**src/hdl/bpa_pkg.sv**
```systemverilog
// bpa_pkg: shared types, constants and helpers of the block pool bump allocator
// depends on nothing; every other file of the block imports it
package bpa_pkg;

   // pool sizing
   localparam int MAX_BLOCKS   = 16;
   localparam int MAX_ONESHOTS = 16;
   localparam int IDX_W        = $clog2(MAX_BLOCKS);
   localparam int CNT_W        = $clog2(MAX_BLOCKS + 1);
   localparam int OS_W         = $clog2(MAX_ONESHOTS + 1);
   localparam int USED_SUM_W   = $clog2(MAX_BLOCKS + MAX_ONESHOTS + 2);

   // fixed field widths
   localparam int ID_W     = 8;
   localparam int SIZE_W   = 32;
   localparam int OFF_W    = 24;
   localparam int BSZ_W    = 25;
   localparam int ALIGN_W  = 4;
   localparam int USED_W   = 6;
   localparam int RND_W    = SIZE_W + 1;
   localparam int MASK_W   = 13;

   localparam logic [ALIGN_W-1:0] ALIGN_MAX   = 4'd12;
   localparam logic [ALIGN_W-1:0] ALIGN_RESET = 4'd8;
   localparam logic [BSZ_W-1:0]   BSZ_MAX     = 25'd16777216;
   localparam logic [BSZ_W-1:0]   BSZ_RESET   = 25'd65536;
   localparam logic [OFF_W-1:0]   OFF_SAT     = 24'hFFFFFF;

   // request command codes
   typedef enum logic [0:0] {
      CMD_ALLOC       = 1'b0,
      CMD_FRAME_RESET = 1'b1
   } cmd_type;

   // configuration register indexes
   typedef enum logic [0:0] {
      CSR_ALIGN_LOG2 = 1'b0,
      CSR_BLOCK_SIZE = 1'b1
   } csr_index_type;

   // sequencer states
   typedef enum logic [2:0] {
      ST_IDLE,
      ST_EXEC,
      ST_RD,
      ST_WR,
      ST_FIN
   } state_type;

   // effective configuration, already clamped
   typedef struct packed {
      logic [ALIGN_W-1:0] align_log2;
      logic [BSZ_W-1:0]   block_size;
   } cfg_type;

   // control of the two id stacks
   typedef struct packed {
      logic             free_we;
      logic [IDX_W-1:0] free_waddr;
      logic [ID_W-1:0]  free_wdata;
      logic [IDX_W-1:0] free_raddr;
      logic             rec_we;
      logic [IDX_W-1:0] rec_waddr;
      logic [ID_W-1:0]  rec_wdata;
      logic [IDX_W-1:0] rec_raddr;
   } stk_ctl_type;

   // registered read data of the two id stacks
   typedef struct packed {
      logic [ID_W-1:0] free_top;
      logic [ID_W-1:0] rec_entry;
   } stk_dat_type;

   // round a value up to a multiple of 2^lg
   function automatic logic [RND_W-1:0] round_up(input logic [RND_W-1:0] v,
                                                 input logic [ALIGN_W-1:0] lg);
      logic [MASK_W-1:0] m;
      logic [RND_W-1:0]  mx;
      m  = (MASK_W'(1) << lg) - MASK_W'(1);
      mx = RND_W'(m);
      return (v + mx) & ~mx;
   endfunction

endpackage

```
**src/hdl/bpa_if.sv**
```systemverilog
// bpa_if: valid/ready channel interfaces for request, response and register writes
// depends on bpa_pkg
interface bpa_req_if;
   import bpa_pkg::*;
   logic             valid;
   logic             ready;
   cmd_type          cmd;
   logic [SIZE_W-1:0] req_size;
   modport source (output valid, cmd, req_size, input ready);
   modport sink   (input valid, cmd, req_size, output ready);
endinterface

interface bpa_rsp_if;
   import bpa_pkg::*;
   logic              valid;
   logic              ready;
   logic [ID_W-1:0]   block_id;
   logic              is_oversized;
   logic [OFF_W-1:0]  offset;
   logic [SIZE_W-1:0] granted_size;
   logic              fresh_block;
   logic [USED_W-1:0] used_blocks;
   logic              fault;
   modport source (output valid, block_id, is_oversized, offset, granted_size,
                   fresh_block, used_blocks, fault, input ready);
   modport sink   (input valid, block_id, is_oversized, offset, granted_size,
                   fresh_block, used_blocks, fault, output ready);
endinterface

interface bpa_csr_if;
   import bpa_pkg::*;
   logic              valid;
   logic              ready;
   csr_index_type     index;
   logic [BSZ_W-1:0]  data;
   modport source (output valid, index, data, input ready);
   modport sink   (input valid, index, data, output ready);
endinterface

```
**src/hdl/bpa_csr.sv**
```systemverilog
// bpa_csr: configuration registers, clamped to their usable range on write
// depends on bpa_pkg and bpa_csr_if
module bpa_csr (
   input  logic             clock,
   input  logic             reset,
   bpa_csr_if.sink          csr_bus,
   output bpa_pkg::cfg_type cfg
);
   import bpa_pkg::*;

   logic [ALIGN_W-1:0] align_ff, align_in;
   logic [BSZ_W-1:0]   bsz_ff, bsz_in;
   logic [ALIGN_W-1:0] wr_align;

   assign csr_bus.ready = !reset;
   assign wr_align      = csr_bus.data[ALIGN_W-1:0];

   // decode a write beat and clamp the value
   always_comb begin
      align_in = align_ff;
      bsz_in   = bsz_ff;
      if (csr_bus.valid) begin
         unique case (csr_bus.index)
            CSR_ALIGN_LOG2: begin
               align_in = (wr_align > ALIGN_MAX) ? ALIGN_MAX : wr_align;
            end
            CSR_BLOCK_SIZE: begin
               if (csr_bus.data == '0) begin
                  bsz_in = BSZ_W'(1);
               end else if (csr_bus.data > BSZ_MAX) begin
                  bsz_in = BSZ_MAX;
               end else begin
                  bsz_in = csr_bus.data;
               end
            end
            default: begin
               bsz_in = bsz_ff;
            end
         endcase
      end
   end

   always_ff @(posedge clock) begin
      if (reset) begin
         align_ff <= ALIGN_RESET;
         bsz_ff   <= BSZ_RESET;
      end else begin
         align_ff <= align_in;
         bsz_ff   <= bsz_in;
      end
   end

   assign cfg.align_log2 = align_ff;
   assign cfg.block_size = bsz_ff;

   // stored values never leave the usable range
   a_align_range: assert property (@(posedge clock) disable iff (reset)
      align_ff <= ALIGN_MAX)
      else $error("alignment register above limit");
   a_bsz_range: assert property (@(posedge clock) disable iff (reset)
      (bsz_ff != '0) && (bsz_ff <= BSZ_MAX))
      else $error("block size register out of range");
   a_write_lands: assert property (@(posedge clock) disable iff (reset)
      (csr_bus.valid && csr_bus.index == CSR_ALIGN_LOG2
       && csr_bus.data[ALIGN_W-1:0] <= ALIGN_MAX)
      |=> align_ff == $past(csr_bus.data[ALIGN_W-1:0]))
      else $error("alignment write lost");

endmodule

```
**src/hdl/bpa_stacks.sv**
```systemverilog
// bpa_stacks: free-stack and recycle-list memories, one write and one
// registered read port each; depends on bpa_pkg
module bpa_stacks (
   input  logic                 clock,
   input  bpa_pkg::stk_ctl_type ctl,
   output bpa_pkg::stk_dat_type dat
);
   import bpa_pkg::*;

   logic [ID_W-1:0] free_mem [MAX_BLOCKS];
   logic [ID_W-1:0] rec_mem  [MAX_BLOCKS];
   logic [ID_W-1:0] free_rd_ff;
   logic [ID_W-1:0] rec_rd_ff;

   // free stack: write port and registered read
   always_ff @(posedge clock) begin
      if (ctl.free_we) begin
         free_mem[ctl.free_waddr] <= ctl.free_wdata;
      end
      free_rd_ff <= free_mem[ctl.free_raddr];
   end

   // recycle list: write port and registered read
   always_ff @(posedge clock) begin
      if (ctl.rec_we) begin
         rec_mem[ctl.rec_waddr] <= ctl.rec_wdata;
      end
      rec_rd_ff <= rec_mem[ctl.rec_raddr];
   end

   assign dat.free_top  = free_rd_ff;
   assign dat.rec_entry = rec_rd_ff;

endmodule

```
**src/hdl/block_pool_bump_allocator_top.sv**
```systemverilog
// Block pool bump allocator. An allocate beat passes through ST_EXEC: the accept
// cycle rounds the size and reads the top of the free stack, and ST_EXEC finishes
// the allocation with that read data and loads the response register once the
// response register is free. A frame reset beat walks the recycle list in ST_RD
// and ST_WR: each recycled id is read from the recycle-list memory and written to
// the free-stack memory, then ST_FIN loads the response. The next request beat is accepted in the cycle
// after a response is loaded, even while that response still waits to be taken.
// No clearing pass runs after reset. Depends on bpa_pkg, bpa_if, bpa_csr and
// bpa_stacks.
module block_pool_bump_allocator_top (
   input  logic       clock,
   input  logic       reset,
   bpa_req_if.sink    req_bus,
   bpa_rsp_if.source  rsp_bus,
   bpa_csr_if.sink    csr_bus
);
   import bpa_pkg::*;

   cfg_type     cfg;
   stk_ctl_type stk_ctl;
   stk_dat_type stk_dat;

   state_type state_ff, state_in;

   // latched request
   cmd_type           cmd_ff, cmd_in;
   logic [SIZE_W-1:0] req_size_ff, req_size_in;
   logic [BSZ_W-1:0]  asz_ff, asz_in;
   logic              over_ff, over_in;
   logic [BSZ_W:0]    pos_ff, pos_in;

   // allocator state
   logic              cur_valid_ff, cur_valid_in;
   logic [ID_W-1:0]   cur_block_ff, cur_block_in;
   logic [BSZ_W-1:0]  fill_ff, fill_in;
   logic [CNT_W-1:0]  free_count_ff, free_count_in;
   logic [CNT_W-1:0]  recycle_count_ff, recycle_count_in;
   logic [CNT_W-1:0]  next_fresh_ff, next_fresh_in;
   logic [OS_W-1:0]   oneshot_ff, oneshot_in;
   logic [CNT_W-1:0]  walk_idx_ff, walk_idx_in;

   // response register
   logic              rsp_valid_ff, rsp_valid_in;
   logic [ID_W-1:0]   rsp_block_id_ff, rsp_block_id_in;
   logic              rsp_over_ff, rsp_over_in;
   logic [OFF_W-1:0]  rsp_offset_ff, rsp_offset_in;
   logic [SIZE_W-1:0] rsp_granted_ff, rsp_granted_in;
   logic              rsp_fresh_ff, rsp_fresh_in;
   logic [USED_W-1:0] rsp_used_ff, rsp_used_in;
   logic              rsp_fault_ff, rsp_fault_in;

   // datapath helpers
   logic              req_acc;
   logic              out_free;
   logic              commit;
   logic [RND_W-1:0]  asz_full;
   logic [RND_W-1:0]  pos_full;
   logic [BSZ_W+1:0]  fit_end;
   logic              need_new;
   logic              have_free;
   logic              fresh_ok;
   logic              rec_full;
   logic              alloc_ok;
   logic              use_fresh;
   logic [BSZ_W:0]    start;
   logic [BSZ_W+1:0]  fill_sum;
   logic [CNT_W-1:0]  free_top_idx;
   logic [USED_SUM_W-1:0] used_sum;

   bpa_csr u_csr (
      .clock   (clock),
      .reset   (reset),
      .csr_bus (csr_bus),
      .cfg     (cfg)
   );

   bpa_stacks u_stacks (
      .clock (clock),
      .ctl   (stk_ctl),
      .dat   (stk_dat)
   );

   assign req_bus.ready = !reset && (state_ff == ST_IDLE);
   assign req_acc       = req_bus.valid && req_bus.ready;
   assign out_free      = !rsp_valid_ff || rsp_bus.ready;

   // size rounding in the accept cycle
   assign asz_full = round_up(RND_W'(req_bus.req_size), cfg.align_log2);
   assign pos_full = round_up(RND_W'(fill_ff), cfg.align_log2);

   // fit check in the execute cycle
   assign fit_end   = (BSZ_W+2)'(pos_ff) + (BSZ_W+2)'(asz_ff);
   assign need_new  = !cur_valid_ff || (fit_end > (BSZ_W+2)'(cfg.block_size));
   assign have_free = (free_count_ff != '0);
   assign fresh_ok  = (next_fresh_ff < CNT_W'(MAX_BLOCKS));
   assign rec_full  = cur_valid_ff && (recycle_count_ff >= CNT_W'(MAX_BLOCKS));
   assign alloc_ok  = !need_new || ((have_free || fresh_ok) && !rec_full);
   assign use_fresh = need_new && !have_free;
   assign start     = need_new ? '0 : pos_ff;
   assign fill_sum  = (BSZ_W+2)'(start) + (BSZ_W+2)'(asz_ff);

   // top of free stack
   assign free_top_idx = free_count_ff - CNT_W'(1);

   // next state
   always_comb begin
      state_in = state_ff;
      unique case (state_ff)
         ST_IDLE: begin
            if (req_acc) begin
               if (req_bus.cmd == CMD_ALLOC) begin
                  state_in = ST_EXEC;
               end else if (recycle_count_ff == '0) begin
                  state_in = ST_FIN;
               end else begin
                  state_in = ST_RD;
               end
            end
         end
         ST_EXEC: begin
            if (out_free) begin
               state_in = ST_IDLE;
            end
         end
         ST_RD: begin
            state_in = ST_WR;
         end
         ST_WR: begin
            if (walk_idx_ff + CNT_W'(1) == recycle_count_ff) begin
               state_in = ST_FIN;
            end else begin
               state_in = ST_RD;
            end
         end
         ST_FIN: begin
            if (out_free) begin
               state_in = ST_IDLE;
            end
         end
         default: begin
            state_in = ST_IDLE;
         end
      endcase
   end

   // datapath and memory control per state
   always_comb begin
      cmd_in           = cmd_ff;
      req_size_in      = req_size_ff;
      asz_in           = asz_ff;
      over_in          = over_ff;
      pos_in           = pos_ff;
      cur_valid_in     = cur_valid_ff;
      cur_block_in     = cur_block_ff;
      fill_in          = fill_ff;
      free_count_in    = free_count_ff;
      recycle_count_in = recycle_count_ff;
      next_fresh_in    = next_fresh_ff;
      oneshot_in       = oneshot_ff;
      walk_idx_in      = walk_idx_ff;
      commit           = 1'b0;
      rsp_block_id_in  = '0;
      rsp_over_in      = 1'b0;
      rsp_offset_in    = '0;
      rsp_granted_in   = '0;
      rsp_fresh_in     = 1'b0;
      rsp_fault_in     = 1'b0;
      // stack read addresses: top of free stack, current walk entry
      stk_ctl.free_raddr = free_top_idx[IDX_W-1:0];
      stk_ctl.rec_raddr  = walk_idx_ff[IDX_W-1:0];
      stk_ctl.free_we    = 1'b0;
      stk_ctl.free_waddr = free_count_ff[IDX_W-1:0];
      stk_ctl.free_wdata = stk_dat.rec_entry;
      stk_ctl.rec_we     = 1'b0;
      stk_ctl.rec_waddr  = recycle_count_ff[IDX_W-1:0];
      stk_ctl.rec_wdata  = cur_block_ff;

      unique case (state_ff)
         ST_IDLE: begin
            if (req_acc) begin
               cmd_in      = req_bus.cmd;
               req_size_in = req_bus.req_size;
               asz_in      = asz_full[BSZ_W-1:0];
               over_in     = asz_full > RND_W'(cfg.block_size);
               pos_in      = pos_full[BSZ_W:0];
               walk_idx_in = '0;
            end
         end
         ST_EXEC: begin
            if (out_free) begin
               commit = 1'b1;
               if (over_ff) begin
                  // oversized: one-shot slot, current block untouched
                  if (oneshot_ff >= OS_W'(MAX_ONESHOTS)) begin
                     rsp_fault_in = 1'b1;
                  end else begin
                     rsp_block_id_in = ID_W'(oneshot_ff);
                     oneshot_in      = oneshot_ff + OS_W'(1);
                     rsp_over_in     = 1'b1;
                     rsp_granted_in  = req_size_ff;
                  end
               end else if (!alloc_ok) begin
                  rsp_fault_in = 1'b1;
               end else begin
                  if (need_new) begin
                     // retire current block, take a pooled or fresh id
                     if (use_fresh) begin
                        next_fresh_in = next_fresh_ff + CNT_W'(1);
                        cur_block_in  = ID_W'(next_fresh_ff);
                     end else begin
                        free_count_in = free_count_ff - CNT_W'(1);
                        cur_block_in  = stk_dat.free_top;
                     end
                     if (cur_valid_ff) begin
                        stk_ctl.rec_we   = 1'b1;
                        recycle_count_in = recycle_count_ff + CNT_W'(1);
                     end
                     cur_valid_in = 1'b1;
                  end
                  rsp_block_id_in = cur_block_in;
                  rsp_offset_in   = (start > (BSZ_W+1)'(OFF_SAT)) ? OFF_SAT
                                                                : start[OFF_W-1:0];
                  rsp_granted_in  = req_size_ff;
                  rsp_fresh_in    = use_fresh;
                  fill_in         = fill_sum[BSZ_W-1:0];
               end
            end
         end
         ST_RD: begin
            // recycle entry read is in flight
         end
         ST_WR: begin
            // push the recycled id onto the free stack
            if (free_count_ff < CNT_W'(MAX_BLOCKS)) begin
               stk_ctl.free_we = 1'b1;
               free_count_in   = free_count_ff + CNT_W'(1);
            end
            walk_idx_in = walk_idx_ff + CNT_W'(1);
         end
         ST_FIN: begin
            if (out_free) begin
               commit           = 1'b1;
               recycle_count_in = '0;
               oneshot_in       = '0;
               fill_in          = '0;
               walk_idx_in      = '0;
            end
         end
         default: begin
            commit = 1'b0;
         end
      endcase
   end

   // block count reported after the step
   assign used_sum    = USED_SUM_W'(cur_valid_in) + USED_SUM_W'(recycle_count_in)
                      + USED_SUM_W'(oneshot_in);
   assign rsp_used_in = USED_W'(used_sum);

   // response register: loads on commit, drains on a taken beat
   assign rsp_valid_in = commit || (rsp_valid_ff && !rsp_bus.ready);

   // control registers
   always_ff @(posedge clock) begin
      if (reset) begin
         state_ff         <= ST_IDLE;
         cur_valid_ff     <= 1'b0;
         cur_block_ff     <= '0;
         fill_ff          <= '0;
         free_count_ff    <= '0;
         recycle_count_ff <= '0;
         next_fresh_ff    <= '0;
         oneshot_ff       <= '0;
         walk_idx_ff      <= '0;
         rsp_valid_ff     <= 1'b0;
      end else begin
         state_ff         <= state_in;
         cur_valid_ff     <= cur_valid_in;
         cur_block_ff     <= cur_block_in;
         fill_ff          <= fill_in;
         free_count_ff    <= free_count_in;
         recycle_count_ff <= recycle_count_in;
         next_fresh_ff    <= next_fresh_in;
         oneshot_ff       <= oneshot_in;
         walk_idx_ff      <= walk_idx_in;
         rsp_valid_ff     <= rsp_valid_in;
      end
   end

   // payload registers
   always_ff @(posedge clock) begin
      cmd_ff      <= cmd_in;
      req_size_ff <= req_size_in;
      asz_ff      <= asz_in;
      over_ff     <= over_in;
      pos_ff      <= pos_in;
      if (commit) begin
         rsp_block_id_ff <= rsp_block_id_in;
         rsp_over_ff     <= rsp_over_in;
         rsp_offset_ff   <= rsp_offset_in;
         rsp_granted_ff  <= rsp_granted_in;
         rsp_fresh_ff    <= rsp_fresh_in;
         rsp_used_ff     <= rsp_used_in;
         rsp_fault_ff    <= rsp_fault_in;
      end
   end

   assign rsp_bus.valid        = rsp_valid_ff;
   assign rsp_bus.block_id     = rsp_block_id_ff;
   assign rsp_bus.is_oversized = rsp_over_ff;
   assign rsp_bus.offset       = rsp_offset_ff;
   assign rsp_bus.granted_size = rsp_granted_ff;
   assign rsp_bus.fresh_block  = rsp_fresh_ff;
   assign rsp_bus.used_blocks  = rsp_used_ff;
   assign rsp_bus.fault        = rsp_fault_ff;

   // every id handed out is current, recycled, free or mid-walk
   a_id_conservation: assert property (@(posedge clock) disable iff (reset)
      (CNT_W+2)'(free_count_ff) + (CNT_W+2)'(recycle_count_ff)
         + (CNT_W+2)'(cur_valid_ff)
      == (CNT_W+2)'(next_fresh_ff) + (CNT_W+2)'(walk_idx_ff))
      else $error("block id accounting broken");
   a_walk_bound: assert property (@(posedge clock) disable iff (reset)
      (state_ff == ST_RD || state_ff == ST_WR) |-> walk_idx_ff < recycle_count_ff)
      else $error("recycle walk past list end");
   a_fault_keeps_state: assert property (@(posedge clock) disable iff (reset)
      (state_ff == ST_EXEC && commit && rsp_fault_in)
      |=> $stable(free_count_ff) && $stable(next_fresh_ff)
          && $stable(oneshot_ff) && $stable(recycle_count_ff))
      else $error("faulted allocation changed state");
   a_counts_bound: assert property (@(posedge clock) disable iff (reset)
      free_count_ff <= CNT_W'(MAX_BLOCKS) && oneshot_ff <= OS_W'(MAX_ONESHOTS))
      else $error("pool count above limit");

endmodule

```
**src/flat_wrapper.sv**
```systemverilog
// flat-port wrapper written by rule: the top's interface ports become plain ports
module block_pool_bump_allocator_top_flat import bpa_pkg::*;
  (clock, reset, req_bus_valid, req_bus_cmd, req_bus_req_size, req_bus_ready, rsp_bus_valid, rsp_bus_block_id, rsp_bus_is_oversized, rsp_bus_offset, rsp_bus_granted_size, rsp_bus_fresh_block, rsp_bus_used_blocks, rsp_bus_fault, rsp_bus_ready, csr_bus_valid, csr_bus_index, csr_bus_data, csr_bus_ready);
  bpa_req_if req_bus_i ();
  bpa_rsp_if rsp_bus_i ();
  bpa_csr_if csr_bus_i ();
  input  logic clock;
  input  logic reset;
  input wire logic [$bits(req_bus_i.valid)-1:0] req_bus_valid;
  input wire logic [$bits(req_bus_i.cmd)-1:0] req_bus_cmd;
  input wire logic [$bits(req_bus_i.req_size)-1:0] req_bus_req_size;
  output wire logic [$bits(req_bus_i.ready)-1:0] req_bus_ready;
  output wire logic [$bits(rsp_bus_i.valid)-1:0] rsp_bus_valid;
  output wire logic [$bits(rsp_bus_i.block_id)-1:0] rsp_bus_block_id;
  output wire logic [$bits(rsp_bus_i.is_oversized)-1:0] rsp_bus_is_oversized;
  output wire logic [$bits(rsp_bus_i.offset)-1:0] rsp_bus_offset;
  output wire logic [$bits(rsp_bus_i.granted_size)-1:0] rsp_bus_granted_size;
  output wire logic [$bits(rsp_bus_i.fresh_block)-1:0] rsp_bus_fresh_block;
  output wire logic [$bits(rsp_bus_i.used_blocks)-1:0] rsp_bus_used_blocks;
  output wire logic [$bits(rsp_bus_i.fault)-1:0] rsp_bus_fault;
  input wire logic [$bits(rsp_bus_i.ready)-1:0] rsp_bus_ready;
  input wire logic [$bits(csr_bus_i.valid)-1:0] csr_bus_valid;
  input wire logic [$bits(csr_bus_i.index)-1:0] csr_bus_index;
  input wire logic [$bits(csr_bus_i.data)-1:0] csr_bus_data;
  output wire logic [$bits(csr_bus_i.ready)-1:0] csr_bus_ready;
  assign req_bus_i.valid = req_bus_valid;
  assign req_bus_i.cmd = req_bus_cmd;
  assign req_bus_i.req_size = req_bus_req_size;
  assign req_bus_ready = req_bus_i.ready;
  assign rsp_bus_valid = rsp_bus_i.valid;
  assign rsp_bus_block_id = rsp_bus_i.block_id;
  assign rsp_bus_is_oversized = rsp_bus_i.is_oversized;
  assign rsp_bus_offset = rsp_bus_i.offset;
  assign rsp_bus_granted_size = rsp_bus_i.granted_size;
  assign rsp_bus_fresh_block = rsp_bus_i.fresh_block;
  assign rsp_bus_used_blocks = rsp_bus_i.used_blocks;
  assign rsp_bus_fault = rsp_bus_i.fault;
  assign rsp_bus_i.ready = rsp_bus_ready;
  assign csr_bus_i.valid = csr_bus_valid;
  assign csr_bus_i.index = csr_bus_index;
  assign csr_bus_i.data = csr_bus_data;
  assign csr_bus_ready = csr_bus_i.ready;
  block_pool_bump_allocator_top u_core (.clock(clock), .reset(reset), .req_bus(req_bus_i), .rsp_bus(rsp_bus_i), .csr_bus(csr_bus_i));
endmodule
```
**config.mk**
```make
export PLATFORM = sky130hd
export DESIGN_NAME = block_pool_bump_allocator_top_flat
export DESIGN_NICKNAME = d
export VERILOG_FILES = /design/src/hdl/bpa_pkg.sv /design/src/hdl/bpa_if.sv /design/src/hdl/bpa_csr.sv /design/src/hdl/bpa_stacks.sv /design/src/hdl/block_pool_bump_allocator_top.sv /design/src/flat_wrapper.sv
export SDC_FILE = /design/constraint.sdc
export NUM_CORES = 1
export LEC_CHECK = 0
export BUFFER_PORTS_ARGS = -buffer_cell sky130_fd_sc_hd__buf_2
export CORE_MARGIN = 1.5
export CORE_UTILIZATION = 45
export CTS_CLUSTER_SIZE = 25
export DETAILED_ROUTE_END_ITERATION = 8
export GPL_ROUTABILITY_DRIVEN = 0
export SYNTH_ARGS = -nofsm -noshare
export SYNTH_HDL_FRONTEND = slang
export SYNTH_SLANG_ARGS = --single-unit
```
**constraint.sdc**
```tcl
create_clock -name clock -period 7.8 [get_ports clock]
set_clock_uncertainty 0.1 [all_clocks]
set_input_delay 1.56 -clock clock [delete_from_list [all_inputs] [get_ports clock]]
set_output_delay 1.56 -clock clock [all_outputs]
set_load 0.02 [all_outputs]
```
==> impl_results.md, run 1 <==
* Root Buffer: clkbuf_16
* Setup_tns at 0 ns
* Via-to-Cell Ratio at around 5.7
* Post-DP HPWL at 44,600 microns
* R2R Setup Slk at 0.74 ns
* Synth area leaders: edfxtp_1 49%, dfxtp_1 8.5%, mux4_2 7.1%
* Routed WL at around 63,000 microns
* DIE WIDTH at approximately 240 microns
* Unrepaired setup endpoints after global routing: false
* Synthesized Nets at about 2,200
* Core area at ~55,000 sq um
* PwrDens at 222 nW/um^2
* Leakage power at 0.0103 uW
* Die area at 57,600 sq um
* Yosys reg bits at between 500 and 600
* Crit path required time at approximately 8.2 ns
* Mapped Area at between 20,000 and 30,000 sq um
* Synth cell types at a little over 80
* Routed via count at 16,700
* Final antenna-violating net count at 0
* Reg clk slew, reported paths at 0.06 ns
* Vias in the first global route at 16,700
* F_max at 142 MHz
* Pin count of the biggest net entering global routing at 79
* # clock sinks at 521
* Max-slew violation count at 0
* Max transition margin at 0.240
* Total of max-cap violations at 0
* Wire length per cell at 21.4 microns
* I/O Buffers at ~140
* Status: finished, final reports clean
* Pwr Total at 6390 uW
* Final setup vio count at 0
* Post-synth ARST share at 0
* Crit-path max FO at 22
* Sequential area share after synthesis at 0.576
* Post-Syn Instances at around 2,000
* Synth Area per Inst at 12.6 sq um
* Clock Tree Buf Depth at 3
* H-tree depth at 2
* Yosys warns at 0
* GRT Overall Usage at 0.219
* 1st-iter DRT viols at 1,301
* Initial core utilization at 0.457
* Post-synth EDFFs at 413
* Cts bufs inserted at 54
* Worst ir drop on vdd at between 150 and 200 uV
* Most used DFF post-synth: edfxtp_1
* Worst path max stage delay at between 0.4 and 0.5 ns
* Synth area leader: edfxtp_1
* Worst skew pair latency at ~0.61 ns
* Final Critical Period at around 7.1 ns
* CP max-delay cell: fa_1
* Worst Hold Class: flip-flop to flip-flop
* Worst-margin pin slew at 1.14 ns
* Remaining global-route overflow at 0
* CP Class: flip-flop to flip-flop
* N_diodes at 0
* Crit. End Element: flip-flop
* Die height at approximately 240 microns
* First-pass GRT wire length at 96,300 microns
* # IOs at 140
* Final Hold Viols at 0
* CP arrival at 7.48 ns
* Initial antenna violation count at 0
* TritonRoute pass-1 iters at 5
* Share of cells above drive strength 1 at 0.175
* Worst setup SP type: flip-flop
* Fin crit share at 0.906
* Synth top area share at 0.490
* Remaining DRCs at 0
* Area grow syn2layout at 13.7%
* Final net count at 2,348
* Num rows at 86
* CTS tree: yes
[layout by cell type, fill, tap and decap left out, types with 27 or more instances in the layout]
cell type	count
a21o_1	49
a21oi_1	147
a22oi_1	27
and3_1	40
buf_2	139
clkbuf_16	57
dfxtp_1	106
edfxtp_1	413
ha_1	140
inv_1	78
mux4_2	80
nand2_1	152
nand3_1	56
nor2_1	134
nor3_1	42
o21ai_0	56
xnor2_1	58
xor2_1	34
[kinds of logic (layout without fill, tap and decap cells)]
| family | count (synthesis) | in the layout | share of synthesized area |
|---|---|---|---|
| and+or+nand+nor | 576 | 576 | 0.112 |
| DFF | 521 | 521 | 0.576 |
| AOI/OAI and AO/OA | 416 | 416 | 0.107 |
| buffers and inverters | 164 | 343 | 0.0251 |
| adders and majority gates | 147 | 147 | 0.0745 |
| xor gates and xnor gates | 92 | 92 | 0.0319 |
| muxes | 87 | 87 | 0.0741 |
[what timing repair did]
item                                    4_1_cts  5_1_grt
hold endpoints to repair                      0        0
setup buffers                                 0        1
hold buffers                                  0        0
resized for setup                             0       18
endpoints found under the setup margin        0       12
[cells in the mapped netlist, types with 4 or more instances]
library cell  number
edfxtp_1         413
nand2_1          152
a21oi_1          150
ha_1             141
nor2_1           135
dfxtp_1          108
mux4_2            80
inv_1             79
clkbuf_1          70
o21ai_0           60
xnor2_1           58
nand3_1           56
a21o_1            49
nor3_1            47
and3_1            41
xor2_1            34
a22oi_1           27
nand4_1           26
nand2b_1          24
and2_1            21
o211ai_1          16
a31oi_1           15
nor4_1            15
nor2b_1           12
o21a_1            12
a211oi_1          11
o21bai_1          10
o31ai_1            9
or3_1              9
or4_1              7
buf_2              6
fa_1               6
o21ai_1            6
or2_2              6
a22o_1             5
buf_1              5
mux2i_1            5
a211o_1            4
a41oi_1            4
and4_1             4
nand3b_1           4
nor3b_1            4
[registers in the layout, indices dropped and copies added, names as in the netlist, 6 cells and up]
register                     count
u_core.fill_ff                  25
u_core.u_csr.bsz_ff             25
u_core.rsp_bus.used_blocks       6
u_core.asz_ff                   25
u_core.u_stacks.rec_rd_ff        8
u_core.pos_ff                   26
u_core.rsp_bus.offset           24
u_core.u_stacks.rec_mem        128
u_core.u_stacks.free_rd_ff       8
u_core.req_size_ff              32
u_core.cur_block_ff              8
u_core.rsp_bus.granted_size     32
u_core.u_stacks.free_mem       128
u_core.rsp_bus.block_id          8
[cell type report]
cell class                 instances  area [sq um]
sequential                       521         14600
multi-input combinational       1318         10200
tap                              748           936
fill                            4763         26500
inverter                          81           305
clock buffer                      72          1530
timing repair buffer             161           885
clock inverter                    29           339
[worst max-delay path, delay by kind of cell (launching register included)]
family                   cells  cell delay (ns)
adder cells (fa/ha/maj)      4             1.19
XOR/XNOR                     1             0.15
AND/OR/NAND/NOR              9             2.06
buffers and inverters        2             0.27
AO/OA/AOI/OAI               17             2.79
flip-flops                   1             0.39
[where the power goes]
part / internal (uW) / leakage, uW / switching [uW] / total, uW
Clock: 1610 / 0.000908 / 1100 / 2720
Combinational: 231 / 0.00497 / 376 / 606
Sequential: 3040 / 0.00443 / 34.3 / 3070
[worst paths after layout]
path	endpoint	from	cells past startpoint
max	u_core.fill_ff[24]$_SDFFE_PP0P_	u_core.pos_ff[0]$_DFFE_PP_	33
min	u_core.u_csr.bsz_ff[24]$_SDFFE_PP0P_	u_core.u_csr.bsz_ff[24]$_SDFFE_PP0P_	2
max reg2reg	u_core.fill_ff[24]$_SDFFE_PP0P_	u_core.pos_ff[0]$_DFFE_PP_	33
min reg2reg	u_core.u_csr.bsz_ff[24]$_SDFFE_PP0P_	u_core.u_csr.bsz_ff[24]$_SDFFE_PP0P_	2
[stage by stage]
step                utilization  hold WS (ns)  setup WS, ns  cells  cell area, sq um
floorplan                     -         0.336         0.919   2003             25300
CTS                       0.519         0.366        0.0851   2929             28700
global placement          0.485         0.352         0.262   2828             26800
finish                    0.520         0.363         0.735   2930             28800
detailed placement        0.485         0.357         0.119   2828             26800
global route              0.520         0.393       0.00796   2930             28800
[per-layer routing]
metal | routed length, microns | up-vias | global-route usage
li1 | - | 7884 | -
met1 | 27200 | 8278 | 0.288
met2 | 30800 | 450 | 0.371
met3 | 2760 | 109 | 0.0285
met4 | 1980 | 0 | 0.0783
met5 | 0 | - | 0
(Power assumes the default switching activity.)
==> inputs of run 2 (changes only) <==
- CTS_BUF_LIST: not set -> sky130_fd_sc_hd__clkbuf_4 sky130_fd_sc_hd__clkbuf_8
==> run 2 against run 1 <==
Wire length rose by 0.18%. First-iteration DRC count is 5.1% lower. Sequential share of layout area is essentially flat. Core utilization hardly changed.
==> impl_results.md, run 2 (synthesis results as in run 1) <==
* Pin count of the biggest net entering global routing at 79 (unchanged)
* Final Hold Viols at 0 (unchanged)
* Worst Hold Class: flip-flop to flip-flop
* Total of max-cap violations at 0 (unchanged)
* Max-slew violation count at 0 (unchanged)
* 1st-iter DRT viols at 1,235 (-5.1%)
* Sw frac at 0.245 (+0.00811)
* CP max-delay cell: fa_1
* Layout Cells excl Fill at 2,987 (+1.9%)
* Most frequent cells in the layout: 413 x edfxtp_1, 152 x nand2_1, 148 x a21oi_1, 140 x ha_1, 139 x buf_2
* # clock sinks at 521 (unchanged)
* Initial antenna violation count at 1 (+1)
* Die area at 57,600 sq um (unchanged)
* First-pass GRT wire length at 96,600 microns (+0.29%)
* Area occupied by multi-input gates at 10,200 sq um (about the same)
* Worst ir drop on vdd at 120 uV (-21%)
* Area grow syn2layout at 13.6% (about the same)
* F_max at 142 MHz (about the same)
* Reg area at 14,600 sq um (unchanged)
* Initial core utilization at 0.457 (unchanged)
* Clock Tree Buf Depth at 3 (unchanged)
* CP Class: flip-flop to flip-flop
* Num rows at 86 (unchanged)
* Post-CTS resize count at 0 (unchanged)
* Hold Path End: u_core.u_csr.bsz_ff[24]$_SDFFE_PP0P_
* Seq pwr share at 0.492 (+0.012)
* Via-to-Cell Ratio at 5.64 (-1.1%)
* Fin crit share at 0.905 (about the same)
* Global routing met2 resource utilization at 0.373 (+0.00219)
* Crit-path max FO at 22 (unchanged)
* Setup_tns at 0 ns (unchanged)
* R2R Path End: u_core.fill_ff[24]$_SDFFE_PP0P_
* Final instance area at 28,700 sq um (about the same)
* TritonRoute pass-1 iters at 5 (unchanged)
* CTS tree: yes
* Biggest regs: u_core.u_stacks.free_mem (128), u_core.u_stacks.rec_mem (128)
* Routed WL at 62,900 microns (+0.18%)
* Crit path required time at 8.26 ns (+0.05 ns)
* Setup WS pre-CTS at 0.119 ns (unchanged)
* GRT Overall Usage at 0.221 (+0.00182)
* Die height at 240 microns (unchanged)
* Routed via count at 16,900 (+0.78%)
* Commonest non-fill, non-tap cell in the layout: edfxtp_1
* Max transition margin at 0.234 (-0.00591)
* Worst setup SP type: flip-flop
* Hold_buf cts at 0 (unchanged)
* Vias in the first global route at 17,000 (+1.7%)
* Core area at 55,300 sq um (unchanged)
* # IOs at 140 (unchanged)
* Post-CTS Setup Inserts at 0 (unchanged)
* Power Internal at 4710 uW (-3.4%)
* Final antenna-violating net count at 0 (unchanged)
* CP arrival at 7.53 ns (+0.05 ns)
* Worst Hold Launch: u_core.u_csr.bsz_ff[24]$_SDFFE_PP0P_
* Switching power at 1530 uW (+0.95%)
* Worst-margin pin slew at 1.15 ns (+0.00883 ns)
* Status: finished, final reports clean
* Wire length per cell at 21.1 microns (-1.7%)
* Worst skew pair latency at 0.67 ns (+0.06 ns)
* DIE WIDTH at 240 microns (unchanged)
* Final net count at 2,380 (+1.4%)
* Pwr Total at 6240 uW (-2.4%)
* Hold depth at 2 (unchanged)
* Root Buffer: clkbuf_8
* Combinational share of power at 0.097 (+0.002)
* Placed cells at 2,828 (unchanged)
* R2R depth at 33 (unchanged)
* PwrDens at 217 nW/um^2 (-2.3%)
* Leakage power at 0.0104 uW (+0.79%)
* Share of cells above drive strength 1 at 0.198 (+0.0229)
* Crit. End Element: flip-flop
* R2R Setup Slk at 0.74 ns (about the same)
* Final setup vio count at 0 (unchanged)
* Gr busiest metal: met2
* Placed Instance Area at 26,800 sq um (unchanged)
* Fill cells at 4,789 (+0.55%)
* I/O Buffers at 139 (unchanged)
* Post-DP HPWL at 44,600 microns (unchanged)
* Worst path max stage delay at 0.44 ns (about the same)
* H-tree depth at 3 (+1)
* Fin worst setup slack at 0.739 ns (+0.00424 ns)
* Cts bufs inserted at 87 (+61%)
* Met1 GRT Util at 0.285 (-0.00347)
* Unrepaired setup endpoints after global routing: false
* Remaining DRCs at 0 (unchanged)
* Reg clk slew, reported paths at 0.06 ns (about the same)
* M3 GR Usage at 0.0386 (+0.0101)
* Remaining global-route overflow at 0 (unchanged)
* Final Critical Period at 7.06 ns (-0.00424 ns)
* Crit Reg-Reg Startpoint: u_core.pos_ff[0]$_DFFE_PP_
* Clock power share at 0.411 (-0.014)
run 2: critical path: cells and delay by family, from the launching register on:
family,cells,cell delay [ns]
flops,1,0.39
simple gates,9,2.05
buf+inv,2,0.27
xor+xnor,1,0.15
fa+ha+maj,4,1.19
compound gates,17,2.78
run 2: metal layers:
metal | share of wire | vias up
met2 | 0.49 | 482
met5 | 0 | -
met4 | 0.030 | 0
met3 | 0.049 | 126
met1 | 0.43 | 8272
li1 | - | 7971
run 2: power groups by stage:
stage / Clock [uW] / Combinational (uW) / Sequential [uW]
after floorplan: 0 / 390 / 3140
final: 2560 / 605 / 3070
after global routing: 2730 / 668 / 3080
after CTS: 2620 / 600 / 3070
after detailed placement: 0 / 597 / 3130
after global placement: 0 / 582 / 3130
run 2: worst max path at each step:
stage	start	endpoint	slack [ns]	cells after the start
after floorplan	u_core.pos_ff[0]$_DFFE_PP_	u_core.fill_ff[22]$_SDFFE_PP0P_	0.92	34
after global placement	u_core.pos_ff[0]$_DFFE_PP_	u_core.fill_ff[24]$_SDFFE_PP0P_	0.26	33
after detailed placement	u_core.pos_ff[0]$_DFFE_PP_	u_core.fill_ff[24]$_SDFFE_PP0P_	0.12	33
after CTS	u_core.pos_ff[0]$_DFFE_PP_	u_core.fill_ff[24]$_SDFFE_PP0P_	0.06	33
after global routing	u_core.pos_ff[0]$_DFFE_PP_	u_core.fill_ff[24]$_SDFFE_PP0P_	0.006	34
final	u_core.pos_ff[0]$_DFFE_PP_	u_core.fill_ff[24]$_SDFFE_PP0P_	0.74	33
run 2: area by class of cell:
type / instances / area share
flip-flops and latches: 521 / 0.507
multi-input cells: 1318 / 0.355
diodes: 1 / 0.0000871
well taps: 748 / 0.0326
inverters: 81 / 0.0106
clock buffers: 132 / 0.0569
repair buffers: 160 / 0.0305
clock inverters: 26 / 0.00775
run 2: through the flow:
step / utilization / hold WS [ns]
after detailed placement: 0.485 / 0.357
after global placement: 0.485 / 0.352
after CTS: 0.518 / 0.365
final: 0.520 / 0.362
after floorplan: - / 0.336
after global routing: 0.520 / 0.392
